## config.mk

```make
export PLATFORM = sky130hd
export DESIGN_NAME = tlca_ctrl
export DESIGN_NICKNAME = d
export VERILOG_FILES = /design/src/sv/tlca_pkg.sv /design/src/sv/tlca_ctrl.sv
export SDC_FILE = /design/constraint.sdc
export NUM_CORES = 1
export LEC_CHECK = 0
export ABC_AREA = 1
export ABC_CLOCK_PERIOD_IN_PS = 3600
export BUFFER_PORTS_ARGS = -buffer_cell sky130_fd_sc_hd__buf_4
export CORE_UTILIZATION = 40
export DETAILED_ROUTE_END_ITERATION = 10
export PLACE_DENSITY = 0.66
export SLEW_MARGIN = 30
export SYNTH_ARGS = -nofsm -noshare
export SYNTH_HDL_FRONTEND = slang
export SYNTH_SLANG_ARGS = --single-unit
export TNS_END_PERCENT = 50
```

## constraint.sdc

```tcl
create_clock -name clk -period 3.6 [get_ports clk]
set_clock_uncertainty 0.05 [all_clocks]
set_input_delay 0.54 -clock clk [delete_from_list [all_inputs] [get_ports clk]]
set_output_delay 0.54 -clock clk [all_outputs]
set_load 0.005 [all_outputs]
```

## src/sv/tlca_pkg.sv

```systemverilog
// Shared types, constants and command/status structs for the LCA jump-pointer engine.
package tlca_pkg;

  localparam int NODE_COUNT  = 1024;
  localparam int ID_W        = $clog2(NODE_COUNT);
  localparam int DEPTH_W     = ID_W + 1;
  localparam int DIFF_W      = DEPTH_W + 1;
  localparam int IN_TDATA_W  = ((2 * ID_W + 7) / 8) * 8;
  localparam int OUT_TDATA_W = ((ID_W + 7) / 8) * 8;

  localparam logic OP_INSERT = 1'b0;
  localparam logic OP_QUERY  = 1'b1;

  localparam logic STATUS_OK       = 1'b0;
  localparam logic STATUS_REJECTED = 1'b1;

  typedef logic [ID_W-1:0]    id_t;
  typedef logic [DEPTH_W-1:0] depth_t;

  typedef struct packed {
    depth_t depth;
    id_t    parent;
    id_t    jump;
  } entry_t;

  // Source of the node-table read address.
  typedef enum logic [2:0] {
    SRC_IN_A,
    SRC_IN_B,
    SRC_JA,
    SRC_JB,
    SRC_PA,
    SRC_PB,
    SRC_RD_JUMP
  } src_t;

  // Destination of the registered read data.
  typedef enum logic [2:0] {
    CAP_NONE,
    CAP_A,
    CAP_B,
    CAP_T,
    CAP_T2
  } cap_t;

  typedef struct packed {
    logic load_in;
    logic rd_en;
    src_t rd_src;
    cap_t cap;
    logic swap;
    logic wr_node;
    logic wr_clr;
    id_t  clr_addr;
    logic res_load;
    logic res_ok;
    logic res_anc;
    logic out_load;
  } cmd_t;

  typedef struct packed {
    logic op;
    logic a_zero;
    logic da_zero;
    logic b_zero;
    logic db_zero;
    logic a_deeper;
    logic b_deeper;
    logic t_ok;
    logic a_eq_b;
    logic ja_ne_jb;
    logic out_busy;
  } stat_t;

endpackage

```

## src/sv/tlca_ctrl.sv

```systemverilog
// Controller: clearing pass, insert sequence and the two-phase ancestor walk.
module tlca_ctrl (
  input  logic             clk,
  input  logic             rst_n,
  input  logic             in_tvalid,
  output logic             in_tready,
  input  tlca_pkg::stat_t  stat,
  output tlca_pkg::cmd_t   cmd
);

  typedef enum logic [4:0] {
    ST_CLEAR,
    ST_IDLE,
    ST_RD_A,
    ST_RD_B,
    ST_CAP_B,
    ST_EVAL,
    ST_I_P1,
    ST_I_P2,
    ST_I_CP2,
    ST_I_WR,
    ST_L1_CHK,
    ST_L1_T,
    ST_L1_P,
    ST_L2_CHK,
    ST_L2_JB,
    ST_L2_PB,
    ST_L2_CB,
    ST_FIN
  } state_t;

  state_t        state_r;
  state_t        state_nxt;
  tlca_pkg::id_t clr_cnt_r;
  tlca_pkg::id_t clr_cnt_nxt;
  logic          ins_ok;
  logic          qry_ok;

  assign ins_ok = ~stat.a_zero & stat.da_zero & (stat.b_zero | ~stat.db_zero);
  assign qry_ok = ~stat.a_zero & ~stat.da_zero & ~stat.b_zero & ~stat.db_zero;

  assign in_tready = (state_r == ST_IDLE);

  always_comb begin
    state_nxt   = state_r;
    clr_cnt_nxt = clr_cnt_r;
    cmd         = '0;
    cmd.rd_src  = tlca_pkg::SRC_IN_A;
    cmd.cap     = tlca_pkg::CAP_NONE;
    cmd.clr_addr = clr_cnt_r;
    case (state_r)
      ST_CLEAR: begin
        cmd.wr_clr  = 1'b1;
        clr_cnt_nxt = clr_cnt_r + tlca_pkg::ID_W'(1);
        if (clr_cnt_r == tlca_pkg::ID_W'(tlca_pkg::NODE_COUNT - 1)) begin
          state_nxt = ST_IDLE;
        end
      end
      ST_IDLE: begin
        if (in_tvalid) begin
          cmd.load_in = 1'b1;
          state_nxt   = ST_RD_A;
        end
      end
      ST_RD_A: begin
        cmd.rd_en  = 1'b1;
        cmd.rd_src = tlca_pkg::SRC_IN_A;
        state_nxt  = ST_RD_B;
      end
      ST_RD_B: begin
        cmd.cap    = tlca_pkg::CAP_A;
        cmd.rd_en  = 1'b1;
        cmd.rd_src = tlca_pkg::SRC_IN_B;
        state_nxt  = ST_CAP_B;
      end
      ST_CAP_B: begin
        cmd.cap   = tlca_pkg::CAP_B;
        state_nxt = ST_EVAL;
      end
      ST_EVAL: begin
        if (stat.op == tlca_pkg::OP_INSERT) begin
          if (ins_ok) begin
            state_nxt = ST_I_P1;
          end else begin
            cmd.res_load = 1'b1;
            state_nxt    = ST_FIN;
          end
        end else if (qry_ok) begin
          cmd.swap  = stat.b_deeper;
          state_nxt = ST_L1_CHK;
        end else begin
          cmd.res_load = 1'b1;
          state_nxt    = ST_FIN;
        end
      end
      ST_I_P1: begin
        cmd.rd_en  = 1'b1;
        cmd.rd_src = tlca_pkg::SRC_JB;
        state_nxt  = ST_I_P2;
      end
      ST_I_P2: begin
        cmd.cap    = tlca_pkg::CAP_T;
        cmd.rd_en  = 1'b1;
        cmd.rd_src = tlca_pkg::SRC_RD_JUMP;
        state_nxt  = ST_I_CP2;
      end
      ST_I_CP2: begin
        cmd.cap   = tlca_pkg::CAP_T2;
        state_nxt = ST_I_WR;
      end
      ST_I_WR: begin
        cmd.wr_node  = 1'b1;
        cmd.res_load = 1'b1;
        cmd.res_ok   = 1'b1;
        state_nxt    = ST_FIN;
      end
      ST_L1_CHK: begin
        if (stat.a_deeper) begin
          cmd.rd_en  = 1'b1;
          cmd.rd_src = tlca_pkg::SRC_JA;
          state_nxt  = ST_L1_T;
        end else begin
          state_nxt = ST_L2_CHK;
        end
      end
      ST_L1_T: begin
        if (stat.t_ok) begin
          cmd.cap   = tlca_pkg::CAP_A;
          state_nxt = ST_L1_CHK;
        end else begin
          cmd.rd_en  = 1'b1;
          cmd.rd_src = tlca_pkg::SRC_PA;
          state_nxt  = ST_L1_P;
        end
      end
      ST_L1_P: begin
        cmd.cap   = tlca_pkg::CAP_A;
        state_nxt = ST_L1_CHK;
      end
      ST_L2_CHK: begin
        if (stat.a_eq_b) begin
          cmd.res_load = 1'b1;
          cmd.res_ok   = 1'b1;
          cmd.res_anc  = 1'b1;
          state_nxt    = ST_FIN;
        end else if (stat.ja_ne_jb) begin
          cmd.rd_en  = 1'b1;
          cmd.rd_src = tlca_pkg::SRC_JA;
          state_nxt  = ST_L2_JB;
        end else begin
          cmd.rd_en  = 1'b1;
          cmd.rd_src = tlca_pkg::SRC_PA;
          state_nxt  = ST_L2_PB;
        end
      end
      ST_L2_JB: begin
        cmd.cap    = tlca_pkg::CAP_A;
        cmd.rd_en  = 1'b1;
        cmd.rd_src = tlca_pkg::SRC_JB;
        state_nxt  = ST_L2_CB;
      end
      ST_L2_PB: begin
        cmd.cap    = tlca_pkg::CAP_A;
        cmd.rd_en  = 1'b1;
        cmd.rd_src = tlca_pkg::SRC_PB;
        state_nxt  = ST_L2_CB;
      end
      ST_L2_CB: begin
        cmd.cap   = tlca_pkg::CAP_B;
        state_nxt = ST_L2_CHK;
      end
      ST_FIN: begin
        if (!stat.out_busy) begin
          cmd.out_load = 1'b1;
          state_nxt    = ST_IDLE;
        end
      end
      default: begin
        state_nxt = ST_IDLE;
      end
    endcase
  end

  always_ff @(posedge clk) begin
    if (!rst_n) begin
      state_r   <= ST_CLEAR;
      clr_cnt_r <= '0;
    end else begin
      state_r   <= state_nxt;
      clr_cnt_r <= clr_cnt_nxt;
    end
  end

endmodule

```

[After elaboration in Yosys (flattened, before gate mapping)]
Index checks and enable logic that the tools add are counted.
Word-level totals
  flip-flop bits (word level): 15
  input port bits: 14
  output and inout port bits: 26
Operators by class
  add/subtract/negate cells: 1
  equal/unequal tests: 21
  mux-type cells: 34
  bitwise gates (word level): 10
  reduce and logical (&&, ||, !) cells: 6
Operators by type and width (number)
  $pmux W5 S17: 1
  $eq A5 B4 Y1 const B: 8
  $mux W5: 7
  $pmux W4 S8: 1
  $eq A5 B3 Y1 const B: 4
  $mux W1: 15
  $pmux W3 S5: 1
  $mux W3: 4
  $mux W4: 3
  $add A10 B1 Y10 const B: 1
  $eq A10 B10 Y1 const B: 1
  $eq A5 B2 Y1 const B: 2
  $eq A5 B5 Y1 const B: 2
  $ne A2 B2 Y1 const B: 3
  $reduce_or A2 Y1: 3
  $and A1 B1 Y1: 5
  $eq A5 B1 Y1 const B: 1
  $logic_not A5 Y1: 1
  $not A1 Y1: 4
  $reduce_or A4 Y1: 1
  $pmux W1 S3: 1
  $reduce_and A3 Y1: 1
  $pmux W1 S2: 1
  $or A1 B1 Y1: 1

[Depth between registers and ports, before layout]
  word-level depth: 7
  depth in mapped cells: 10
  mapped depth without buffers: 10

[Worst setup path before layout]
OpenSTA, ideal clock, no wires.
  kind: flip-flop to output port
  from: register state_r[3]
  to: output port cmd[23] (netlist bit)
  arrival: 1083 ps
  required time: 3010 ps
  path slack: 1927 ps
  stages on the path, launching flop included: 8
  cell sequence: dfxtp_1 > buf_2 > nand2_1 > nor2_1 > nand2_1 > nor2_1 > nor2_1 > nand3_1
RTL lines
  from (decl): RTL line tlca_ctrl.sv:32  | state_t state_r;
  from (signal assigned): RTL line tlca_ctrl.sv:189  | state_r <= state_nxt;
  to (decl): RTL line tlca_ctrl.sv:8  | output tlca_pkg::cmd_t cmd

==> impl_metrics.json <==
{
  "postSynthAreaPerCell_sq_um": 5.78,
  "rrSetupSlack_ns": 1.95,
  "firstDrtPassIters": 7,
  "critPathKind": "register to output pin",
  "grt-ovfl-total": 0,
  "fin_crit_ns": 2.35,
  "status": "finished with violations",
  "max-vdd-ir-drop_mv": 0.169,
  "holdCritStartpoint": "rst_n",
  "top_layer_used": "met4",
  "yosys_warnings": 0,
  "h-tree-depth": 1,
  "clock_latency_ns": 0.29,
  "drt_iter0_drc": 84,
  "cpMostUsedCell": "nor2_1",
  "rows": 19,
  "clock_sinks": 15,
  "power.share.combinational_pct": 10.2,
  "routedWlPerCell_um": 11.6,
  "core_area_sq_um": 2810,
  "synth_fa_ha_area_share_pct": 1.03,
  "holdBufCountCts": 0,
  "gp_congestion": 0.960,
  "die-area_sq_um": 3260,
  "cts_made_buffers": 3,
  "crit_family": "simple AND/OR/NAND/NOR gates",
  "synth_area_sq_um": 1210,
  "num_vias": 1391,
  "n_antenna_cell": 0,
  "drv_cap": 0,
  "cts_resized": 0,
  "p_switching_w": 0.0000761,
  "antenna_found_initial": 0,
  "place_hpwl_um": 2580,
  "crit_slowest_cell": "dfxtp_1",
  "grt_use_total_pct": 21.8,
  "hold_viol_final": 0,
  "grt_max_degree": 16,
  "worst_pin_slew_ns": 0.355,
  "ys_ff_latch": 15,
  "internal-power_w": 0.000227,
  "power_frac_seq_pct": 56.9,
  "maxSlewHeadroom_pct": 76.3,
  "crit_buf_inv": 2,
  "fin_util_pct": 55.3,
  "cts_tree": "yes",
  "area_growth_pct": 27.8,
  "syn_inst": 210,
  "worstSetupEndpointType": "output pin",
  "muxShareOfSynthArea_pct": 0,
  "wl_met3_um": 212,
  "wirelength_met1_um": 1710,
  "post_cts_buffers": 0,
  "placed_area_sq_um": 1520,
  "ant_nets": 0,
  "r2r_start": "state_r[1]$_SDFFE_PN0P_",
  "synth-compound-area-share_pct": 9.18,
  "r2r-end": "state_r[0]$_SDFFE_PN0P_",
  "wl_met2_um": 1310,
  "clk_pin_slew_worst_paths_ns": 0.09,
  "setup_viol": 0,
  "r2r_cells": 9,
  "die_y_um": 57.1,
  "synth_nets": 225,
  "nets": 266,
  "fp.dieW_um": 57.1,
  "synth_top_family_by_area": "simple AND/OR/NAND/NOR gates",
  "vias_per_cell": 4.95,
  "yosys.area_share.simple_pct": 50.2,
  "clock_path_buffers": 2,
  "worstSetupPathDepth": 8,
  "violations": "design-rule violations",
  "worst_ep_arrival_time_ns": 1.76,
  "hold_depth": 3,
  "path_cells": "inv_2 -> nand2_1 -> nor2_1 -> nand2_1 -> nor2_1 -> nor2_1 -> nand3_1 -> buf_4",
  "rsz0062_at_grt": "false",
  "synth_xor_area_share_pct": 2.89,
  "yosysSeqAreaShare_pct": 24.7,
  "crit_required_ns": 3.01,
  "hp-class": "input port to register",
  "cp_max_fo": 15,
  "ys_types": 26,
  "slew_violations": 0,
  "postLayoutCellArea_sq_um": 1550,
  "drcViolationCount": 4,
  "period_share_pct": 65.2,
  "clockPowerShare_pct": 33.0,
  "clock-root-buffer": "clkbuf_4",
  "grt_pass1_wl_um": 5580,
  "sw_frac_of_total_pct": 25.1,
  "worstHoldEndpoint": "state_r[2]$_SDFFE_PN0P_",
  "layout-drive-gt1-share_pct": 22.8,
  "grt_pass1_vias": 1176,
  "crit_path_max_incr_delay_ns": 0.36,
  "p_leak_nw": 0.835,
  "setup_tns_ns": 0,
  "io_buffers": 39,
  "wl_um": 3270,
  "fmax_ghz": 0.426,
  "startpoint_type": "register",
  "initial_utilization_pct": 43.3,
  "powerDensity_nw_per_um2": 195,
  "ios": 40
}
[worst min-delay path: stages]
cell and delay (ns):
buf_4 0.12, nand2_1 0.06, inv_1 0.04
[routing by layer]
metal / vias to the layer above / global-route usage, %
li1: 750 / -
met1: 586 / 33.6
met2: 50 / 29.9
met3: 5 / 4.99
met4: 0 / 6.27
met5: - / 0
[final cells by class]
cell class | count | area (sq um)
Clock buffer | 3 | 22.5
Clock inverter | 1 | 5.00
Fill cell | 293 | 1250
Inverter | 33 | 124
Multi-Input combinational cell | 159 | 768
Sequential cell | 15 | 300
Tap cell | 31 | 38.8
Timing Repair Buffer | 39 | 293
[synthesized netlist by cell type]
cell	count	area share, %
nor2_1	39	12
clkinv_1	1	0.31
inv_2	5	1.5
inv_1	27	8.4
o21ai_1	1	0.41
o211ai_1	2	1.2
nand4_1	6	3.1
nand3_1	23	9.5
nor2_2	5	2.6
nand3_4	1	1.4
a21oi_1	7	2.9
buf_6	1	0.93
o21ai_0	5	2.1
nor4_1	1	0.52
o21a_1	1	0.62
buf_2	2	0.82
xor2_1	2	1.4
ha_1	1	1.0
nand2_1	52	16
o221ai_1	2	1.4
or2_1	1	0.52
nor3_1	4	1.6
a31oi_1	1	0.52
xnor2_1	2	1.4
dfxtp_1	15	25
nor2_4	3	2.8
[worst max-delay path by stage]
stage	from	endpoint
2_1_floorplan	state_r[3]$_SDFFE_PN0P_	cmd[23]
3_3_place_gp	state_r[4]$_SDFFE_PN0P_	cmd[22]
3_5_place_dp	state_r[4]$_SDFFE_PN0P_	cmd[23]
4_1_cts	state_r[4]$_SDFFE_PN0P_	cmd[23]
5_1_grt	state_r[4]$_SDFFE_PN0P_	cmd[21]
6_report	state_r[4]$_SDFFE_PN0P_	cmd[23]
[cells in the final DEF, fill, tap and decap left out, types with 6 or more instances in the layout]
master and instances:
a21oi_1 7, nand3_1 23, dfxtp_1 15, nor2_1 39, inv_1 27, nand2_1 52, buf_4 39, nand4_1 6
[power groups by stage]
stage	clock (W)	combinational, W	sequential, W
after detailed placement	0	0.0000306	0.000176
after global placement	0	0.0000309	0.000176
after CTS	0.000106	0.0000310	0.000172
final	0.0000999	0.0000309	0.000172
after global routing	0.000115	0.0000342	0.000173
after floorplan	0	0.0000108	0.000176
[flip-flops by register name, summed over array words and instances (netlist names)]
| name | flops |
|---|---|
| clr_cnt_r | 10 |
| state_r | 5 |
[kinds of logic (layout without fill, tap and decap cells)]
family	Yosys count	in the layout
compound gates	19	19
xor+xnor	4	4
fa+ha+maj	1	1
buf+inv	36	76
flops	15	15
simple gates	135	135
[through the flow]
step / setup slack, ns / hold slack (ns) / total power (W) / cells
2_1_floorplan: 1.93 / 0.430 / 0.000186 / 210
3_3_place_gp: 1.55 / 0.436 / 0.000207 / 277
3_5_place_dp: 1.61 / 0.443 / 0.000207 / 277
4_1_cts: 1.26 / 0.422 / 0.000309 / 281
5_1_grt: 1.04 / 0.427 / 0.000322 / 281
6_report: 1.25 / 0.440 / 0.000303 / 281
No activity file was read; power rests on OpenSTA's default activity.
